**src/hdl/vtmc_pkg.sv**
```systemverilog
// Shared types, constants and helpers for the vertex/track multi-cut counter.
// No dependencies; imported by every module of the block.
`timescale 1ns / 1ps

package vtmc_pkg;

    localparam int NUM_SEL   = 6;   // selection cells in the chain (1..6)
    localparam int CNT_W     = 16;  // internal saturating counter width (8..32)
    localparam int OUT_W     = 16;  // reported count width
    localparam int SEL_IDX_W = 3;
    localparam int CFG_IDX_W = 3;
    localparam int SEL_W     = 64;

    localparam int S_TDATA_W = 88;
    localparam int S_TUSER_W = 2;
    localparam int M_TDATA_W = 56;

    // selection word layout
    localparam int PT_LO = 0;
    localparam int PT_HI = 23;
    localparam int Z0_LO = 24;
    localparam int Z0_HI = 43;
    localparam int DZ_LO = 44;
    localparam int DZ_HI = 63;

    // result word layout
    localparam int M_IDX_LO   = 0;
    localparam int M_CNT_LO   = 3;
    localparam int M_TOT_LO   = 19;
    localparam int M_VZ_LO    = 35;
    localparam int M_FOUND_B  = 51;

    localparam logic [CFG_IDX_W-1:0] CFG_IN_USE = 3'd6;

    typedef enum logic [1:0] {
        REQ_VERTEX = 2'd0,
        REQ_TRACK  = 2'd1,
        REQ_END    = 2'd2
    } req_t;

    typedef logic [NUM_SEL*OUT_W-1:0] cnt_vec_t;

    // token handed from cell to cell
    typedef struct packed {
        logic               valid;
        logic               is_end;
        logic [23:0]        pt;
        logic [15:0]        az0;
        logic [16:0]        proj;
        logic [OUT_W-1:0]   total;
        logic signed [15:0] vz;
        logic               found;
        cnt_vec_t           counts;
    } tok_t;

    function automatic logic [OUT_W-1:0] cap_out(input logic [CNT_W-1:0] c);
        return (|(c >> OUT_W)) ? '1 : OUT_W'(c);
    endfunction

endpackage

```
**src/hdl/vtmc_front.sv**
```systemverilog
// Front end: best-vertex tracking, track total, |z0|, |z0 - vz| and the
// projected dz multiply. Two register stages. Depends on vtmc_pkg.
`timescale 1ns / 1ps

module vtmc_front (
    input  logic                 aclk,
    input  logic                 aresetn,
    input  logic                 adv,
    input  logic                 acc,
    input  logic [1:0]           req,
    input  logic [15:0]          weight,
    input  logic signed [15:0]   vtx_z,
    input  logic [23:0]          pt,
    input  logic signed [15:0]   z0,
    input  logic [15:0]          sin_theta,
    output vtmc_pkg::tok_t       tok_o
);
    import vtmc_pkg::*;

    logic [15:0]        best_w_reg, best_w_next;
    logic               have_reg, have_next;
    logic signed [15:0] chosen_z_reg, chosen_z_next;
    logic [CNT_W-1:0]   total_reg, total_next;

    // stage A
    logic               a_valid_reg, a_valid_next;
    logic               a_end_reg;
    logic [23:0]        a_pt_reg;
    logic [15:0]        a_az0_reg, a_ad_reg, a_sin_reg;
    logic [OUT_W-1:0]   a_total_reg;
    logic signed [15:0] a_vz_reg;
    logic               a_found_reg;

    // stage B
    tok_t tok_reg, tok_next;

    logic [16:0] diff, diff_neg, z0_ext, z0_neg;
    logic [15:0] ad, az0;
    logic [31:0] prod;

    always_comb begin
        z0_ext   = {z0[15], z0};
        z0_neg   = 17'd0 - z0_ext;
        az0      = z0[15] ? z0_neg[15:0] : z0_ext[15:0];
        diff     = z0_ext - {chosen_z_reg[15], chosen_z_reg};
        diff_neg = 17'd0 - diff;
        ad       = diff[16] ? diff_neg[15:0] : diff[15:0];
    end

    always_comb begin
        best_w_next   = best_w_reg;
        have_next     = have_reg;
        chosen_z_next = chosen_z_reg;
        total_next    = total_reg;
        a_valid_next  = 1'b0;
        if (acc) begin
            case (req)
                REQ_VERTEX: begin
                    if (!have_reg || weight > best_w_reg) begin
                        best_w_next   = weight;
                        chosen_z_next = vtx_z;
                        have_next     = 1'b1;
                    end
                end
                REQ_TRACK: begin
                    a_valid_next = 1'b1;
                    if (total_reg != '1) begin
                        total_next = total_reg + 1'b1;
                    end
                end
                REQ_END: begin
                    a_valid_next  = 1'b1;
                    best_w_next   = '0;
                    have_next     = 1'b0;
                    chosen_z_next = '0;
                    total_next    = '0;
                end
                default: a_valid_next = 1'b0;
            endcase
        end
    end

    // stage B: projected dz = |z0 - vz| * sin >> 15
    always_comb begin
        prod            = a_ad_reg * a_sin_reg;
        tok_next.valid  = a_valid_reg;
        tok_next.is_end = a_end_reg;
        tok_next.pt     = a_pt_reg;
        tok_next.az0    = a_az0_reg;
        tok_next.proj   = prod[31:15];
        tok_next.total  = a_total_reg;
        tok_next.vz     = a_vz_reg;
        tok_next.found  = a_found_reg;
        tok_next.counts = '0;
    end

    always_ff @(posedge aclk) begin
        if (!aresetn) begin
            best_w_reg   <= '0;
            have_reg     <= 1'b0;
            chosen_z_reg <= '0;
            total_reg    <= '0;
            a_valid_reg  <= 1'b0;
            tok_reg.valid <= 1'b0;
        end else if (adv) begin
            best_w_reg   <= best_w_next;
            have_reg     <= have_next;
            chosen_z_reg <= chosen_z_next;
            total_reg    <= total_next;
            a_valid_reg  <= a_valid_next;
            a_end_reg    <= (req == REQ_END);
            a_pt_reg     <= pt;
            a_az0_reg    <= az0;
            a_ad_reg     <= ad;
            a_sin_reg    <= sin_theta;
            a_total_reg  <= cap_out(total_reg);
            a_vz_reg     <= chosen_z_reg;
            a_found_reg  <= have_reg;
            tok_reg      <= tok_next;
        end
    end

    assign tok_o = tok_reg;

endmodule

```
**src/hdl/vtmc_cell.sv**
```systemverilog
// One selection cell: applies its three cuts to each passing track and holds
// that selection's saturating count. Depends on vtmc_pkg.
`timescale 1ns / 1ps

module vtmc_cell (
    input  logic                        aclk,
    input  logic                        aresetn,
    input  logic                        adv,
    input  logic                        en,
    input  logic [vtmc_pkg::SEL_W-1:0]  sel_word,
    input  vtmc_pkg::tok_t              tok_i,
    output vtmc_pkg::tok_t              tok_o
);
    import vtmc_pkg::*;

    logic [CNT_W-1:0] cnt_reg, cnt_next;
    tok_t             tok_reg, tok_next;
    logic             pass;

    assign pass = (tok_i.pt >= sel_word[PT_HI:PT_LO])
               && ({4'b0, tok_i.az0} < sel_word[Z0_HI:Z0_LO])
               && ({3'b0, tok_i.proj} < sel_word[DZ_HI:DZ_LO]);

    always_comb begin
        cnt_next = cnt_reg;
        tok_next = tok_i;
        if (tok_i.valid) begin
            if (tok_i.is_end) begin
                // shift own count into the word; cell 0 ends in the top slot
                tok_next.counts = (tok_i.counts << OUT_W) | cnt_vec_t'(cap_out(cnt_reg));
                cnt_next        = '0;
            end else if (en && pass && cnt_reg != '1) begin
                cnt_next = cnt_reg + 1'b1;
            end
        end
    end

    always_ff @(posedge aclk) begin
        if (!aresetn) begin
            cnt_reg       <= '0;
            tok_reg.valid <= 1'b0;
        end else if (adv) begin
            cnt_reg <= cnt_next;
            tok_reg <= tok_next;
        end
    end

    assign tok_o = tok_reg;

endmodule

```
**src/hdl/vertex_track_multi_cut_counter_core.sv**
```systemverilog
// Top level of the vertex/track multi-cut counter: config registers, front
// end, chain of selection cells and result unloader. Depends on vtmc_pkg.
`timescale 1ns / 1ps

// Takes one word per cycle on the s_ side: vertices, then tracks, then one
// end-of-event word. The front end keeps the z of the heaviest vertex (first
// wins ties, 0 when none) and forms |z0| and the projected dz over two
// register stages (one 16x16 multiply); the word then walks a chain of
// NUM_SEL cells, one cell per cycle unless the chain holds, each cell
// applying its selection's cuts and bumping its own saturating counter.
// When the end word leaves the last cell it carries every count, and the
// unloader sends one result per selection in use, index 0 first, tlast on
// the last. Input throughput is one word per cycle; the input stalls only
// when an end word reaches the unloader while the previous event's results
// are still being drained. Config writes are always taken (cfg_ready is
// tied high).

module vertex_track_multi_cut_counter_core (
    input  logic                                aclk,
    input  logic                                aresetn,
    // input stream
    input  logic                                s_tvalid,
    output logic                                s_tready,
    // tdata: vertex_weight[15:0], vertex_z[31:16], track_pt[55:32],
    //        track_z0[71:56], track_sin_theta[87:72]
    input  logic [vtmc_pkg::S_TDATA_W-1:0]      s_tdata,
    // tuser: req_type[1:0]
    input  logic [vtmc_pkg::S_TUSER_W-1:0]      s_tuser,
    // result stream
    output logic                                m_tvalid,
    input  logic                                m_tready,
    // tdata: selection_index[2:0], selection_count[18:3], total_tracks[34:19],
    //        best_vertex_z[50:35], vertex_found[51], zero[55:52]
    output logic [vtmc_pkg::M_TDATA_W-1:0]      m_tdata,
    output logic                                m_tlast,   // last_result
    // config write channel
    input  logic                                cfg_valid,
    output logic                                cfg_ready,
    input  logic [vtmc_pkg::CFG_IDX_W-1:0]      cfg_index,
    input  logic [vtmc_pkg::SEL_W-1:0]          cfg_data
);
    import vtmc_pkg::*;

    // config
    logic [SEL_W-1:0]     sel_word_reg [NUM_SEL];
    logic [2:0]           in_use_reg;
    logic [SEL_IDX_W-1:0] n_eff;

    // pipeline
    logic adv, acc;
    tok_t tok_w [NUM_SEL+1];
    tok_t tail;

    // unloader
    logic                 busy_reg;
    logic [SEL_IDX_W-1:0] idx_reg, n_reg;
    cnt_vec_t             cnts_reg;
    logic [OUT_W-1:0]     total_reg;
    logic signed [15:0]   vz_reg;
    logic                 found_reg;
    logic                 last, free, load;

    assign cfg_ready = 1'b1;

    always_ff @(posedge aclk) begin
        if (!aresetn) begin
            for (int i = 0; i < NUM_SEL; i++) begin
                sel_word_reg[i] <= '0;
            end
            in_use_reg <= 3'd1;
        end else if (cfg_valid) begin
            for (int i = 0; i < NUM_SEL; i++) begin
                if (cfg_index == CFG_IDX_W'(i)) begin
                    sel_word_reg[i] <= cfg_data;
                end
            end
            if (cfg_index == CFG_IN_USE) begin
                in_use_reg <= cfg_data[2:0];
            end
        end
    end

    // 0 counts as 1, anything above the cell count as the cell count
    always_comb begin
        if (in_use_reg == 3'd0) begin
            n_eff = SEL_IDX_W'(1);
        end else if (in_use_reg > SEL_IDX_W'(NUM_SEL)) begin
            n_eff = SEL_IDX_W'(NUM_SEL);
        end else begin
            n_eff = in_use_reg;
        end
    end

    // the whole chain moves together; it holds only when an end word
    // would enter a busy unloader
    assign tail     = tok_w[NUM_SEL];
    assign last     = (idx_reg == n_reg - 1'b1);
    assign free     = !busy_reg || (m_tready && last);
    assign adv      = !(tail.valid && tail.is_end) || free;
    assign load     = tail.valid && tail.is_end && free;
    assign s_tready = adv;
    assign acc      = s_tvalid && adv;

    vtmc_front u_front (
        .aclk      (aclk),
        .aresetn   (aresetn),
        .adv       (adv),
        .acc       (acc),
        .req       (s_tuser[1:0]),
        .weight    (s_tdata[15:0]),
        .vtx_z     (s_tdata[31:16]),
        .pt        (s_tdata[55:32]),
        .z0        (s_tdata[71:56]),
        .sin_theta (s_tdata[87:72]),
        .tok_o     (tok_w[0])
    );

    for (genvar gi = 0; gi < NUM_SEL; gi++) begin : g_cell
        vtmc_cell u_cell (
            .aclk     (aclk),
            .aresetn  (aresetn),
            .adv      (adv),
            .en       (SEL_IDX_W'(gi) < n_eff),
            .sel_word (sel_word_reg[gi]),
            .tok_i    (tok_w[gi]),
            .tok_o    (tok_w[gi+1])
        );
    end

    // unloader: counts arrive with cell 0 in the top slot, shift out from the top
    always_ff @(posedge aclk) begin
        if (!aresetn) begin
            busy_reg <= 1'b0;
            idx_reg  <= '0;
            n_reg    <= SEL_IDX_W'(1);
        end else if (load) begin
            busy_reg  <= 1'b1;
            idx_reg   <= '0;
            n_reg     <= n_eff;
            cnts_reg  <= tail.counts;
            total_reg <= tail.total;
            vz_reg    <= tail.vz;
            found_reg <= tail.found;
        end else if (busy_reg && m_tready) begin
            if (last) begin
                busy_reg <= 1'b0;
            end else begin
                idx_reg <= idx_reg + 1'b1;
            end
            cnts_reg <= cnts_reg << OUT_W;
        end
    end

    assign m_tvalid = busy_reg;
    assign m_tlast  = last;
    assign m_tdata  = {4'b0, found_reg, vz_reg, total_reg,
                       cnts_reg[NUM_SEL*OUT_W-1 -: OUT_W], idx_reg};

endmodule

```
**config.mk**
```make
export PLATFORM = sky130hd
export DESIGN_NAME = vertex_track_multi_cut_counter_core
export DESIGN_NICKNAME = d
export VERILOG_FILES = /design/src/hdl/vtmc_pkg.sv /design/src/hdl/vtmc_front.sv /design/src/hdl/vtmc_cell.sv /design/src/hdl/vertex_track_multi_cut_counter_core.sv
export SDC_FILE = /design/constraint.sdc
export NUM_CORES = 2
export LEC_CHECK = 0
export BUFFER_PORTS_ARGS = -buffer_cell sky130_fd_sc_hd__buf_2
export CORE_AREA = 2 2 561 563
export DETAILED_ROUTE_END_ITERATION = 8
export DIE_AREA = 0 0 563 565
export PLACE_DENSITY = 0.48
export RECOVER_POWER = 100
export SYNTH_ARGS = -nofsm -noshare
export SYNTH_HDL_FRONTEND = slang
export SYNTH_HIERARCHICAL = 1
export SYNTH_SLANG_ARGS = --single-unit
```
**constraint.sdc**
```tcl
create_clock -name aclk -period 8.3 [get_ports aclk]
set_clock_uncertainty 0.05 [all_clocks]
set_input_delay 0.415 -clock aclk [delete_from_list [all_inputs] [get_ports aclk]]
set_output_delay 0.415 -clock aclk [all_outputs]
set_load 0.02 [all_outputs]
```
==> run metrics <==
vias post-DR=49400; Slew HR=-188%; non-filler instance count after layout=11200; area grow syn2layout=14.7%; Initial Utilization=29.4%; wire per inst=18.9 um; busiest grt layer=met2; sw power=0.0101 W; clock root buffer=clkbuf_16; leakage power=39.0 nW; met3 Usage GRT=2.03%; clk_lat worst skew=900 ps; commonest cells after routing, fill and taps aside=1775 x edfxtp_1, 612 x inv_1, 563 x mux2_2, 477 x ha_1, 341 x nand2_1; die area=318000 sq um; met2 Usage GRT=21.8%; Tightest Pin Transition=4310 ps; Pint=0.0214 W; Placer Congestion=0.818; Worst Hold Class=input pin to flip-flop; Slowest cell on crit path=clkbuf_1; Final period util=86.6%; DRT Pass-1 Iters=8; Clock power frac=29.7%; Setup Viol. Count Final=0; CP most frequent cell=nand4_1; setup_tns=0 ps; via density per instance=4.43; total core area=311000 sq um; Die X=563 um; Max Slew Vio Count=2420; CTS tree=yes; Combinational Power Share=31.7%; clock sinks=1938; final net count=7655; IO Pins=222; layout cells sized above 1=16.4%; failing checks=max-capacitance violations, max-slew violations; RSZ-0062 raised after global routing=no; hpwl dp=149000 um; most common cell after layout, fill and taps aside=edfxtp_1; Worst setup SP type=flip-flop; Buf/Inv on CP=3; placed cells=10600; Reg clk slew, reported paths=60 ps; Remaining DRCs=0; Fin Hold WS=81.8 ps; post-route ant nets=0; DRT iter0 DRCs=2885; status=finished with violations; max incr delay on CP=1700 ps; hold-critical path depth=2; Max-Cap Viols=42; min Tclk post-route=7190 ps; H-tree depth=4; first-pass GRT wire length=318000 um; Synth Instances=6415; Final Routed Wirelength=210000 um; met1 usage=17.6%; number of global-route vias before repair=50500; delay-heaviest family, CP=buffers and inverters; Fin. Hold Viols=0; sequential share of power=38.6%; max reg flops=1071; clk buf depth=4; Critical Path RT=8730 ps; crit end category=flip-flop; average cell area after synthesis=14.3 sq um; CP max FO=114; synthesized cell area=91400 sq um; Stages on worst setup path=8; CP cell instances=inv_1, ha_1, xor2_1, nand4_1, nand4_1, clkbuf_1, and2_0, clkbuf_4; pre-CTS setup slack=1390 ps; GRT Util Overall=13.1%; GRT Residual Overflow=0; pwr/cell area=301 nW/um^2; R2R depth=8; Total Power=0.0315 W; critical setup path kind=flip-flop to flip-flop; I/O Buffers=216; YS warnings=6; largest net degree at the start of global routing=121; initial antenna violation count=57; maximum VDD drop=0.000775 V; FMAX=139 MHz; CTS Buf Count=216; row count=205; switch share=32.1%; CP arrival=7620 ps; die height=565 um; Final WS setup=1110 ps
## worst register-to-register path: stages (launching register included)
cell	delay [ps]
dfxtp_1	410
inv_1	70
ha_1	310
xor2_1	370
nand4_1	250
nand4_1	730
clkbuf_1	1700
and2_0	1280
clkbuf_4	1320
## area by class of cell
class                           count  area (sq um)
Timing Repair Buffer              422          2820
Multi-Input combinational cell   3632         31000
Inverter                          612          2300
Sequential cell                  1938         56600
Tap cell                         4140          5180
Clock buffer                      286          5920
Antenna cell                       17          42.5
Fill cell                       30500        207000
Clock inverter                    107          1000
## power by group through the flow
stage / combinational (W) / clock [W] / sequential (W)
2_1_floorplan: 0.00733 / 0 / 0.0122
3_3_place_gp: 0.00998 / 0 / 0.0123
3_5_place_dp: 0.0100 / 0 / 0.0124
4_1_cts: 0.0102 / 0.00971 / 0.0122
5_1_grt: 0.0115 / 0.0101 / 0.0122
6_report: 0.0100 / 0.00938 / 0.0122
## through the flow
| stage | instance area, sq um | util (%) |
|---|---|---|
| floorplan | 91800 | - |
| global placement | 96800 | 31.1 |
| detailed placement | 96800 | 31.1 |
| CTS | 105000 | 33.8 |
| global route | 105000 | 33.7 |
| finish | 105000 | 33.7 |
## final timing paths
| path | startpoint | to | slack (ps) |
|---|---|---|---|
| worst max-delay path | n_reg[0]$_SDFFE_PN1P_ | g_cell[2].u_cell/tok_o[92]$_DFFE_PP_ | 1110 |
| worst min-delay path | s_tdata[61] | u_front/a_az0_reg[5]$_DFFE_PP_ | 80 |
| worst max register to register | n_reg[0]$_SDFFE_PN1P_ | g_cell[2].u_cell/tok_o[92]$_DFFE_PP_ | 1110 |
| worst min register to register | g_cell[3].u_cell/tok_o[97]$_DFFE_PP_ | g_cell[4].u_cell/tok_o[97]$_DFFE_PP_ | 320 |
## per-layer routing
metal  share of wire [%]  wire [um]  up-vias
met2                  47      99400      888
li1                    -          -    23900
met3                 4.3       8950      373
met1                  46      95900    24200
met5               0.058        121        -
met4                 2.8       5960       20
## repair_timing
action | in CTS | in global routing
resized for setup | 0 | 0
buffers inserted | 0 | 0
hold buffers | 150 | 0
hold endpoints to repair | 471 | 0
Note: power is estimated with default switching activity, not from simulation.
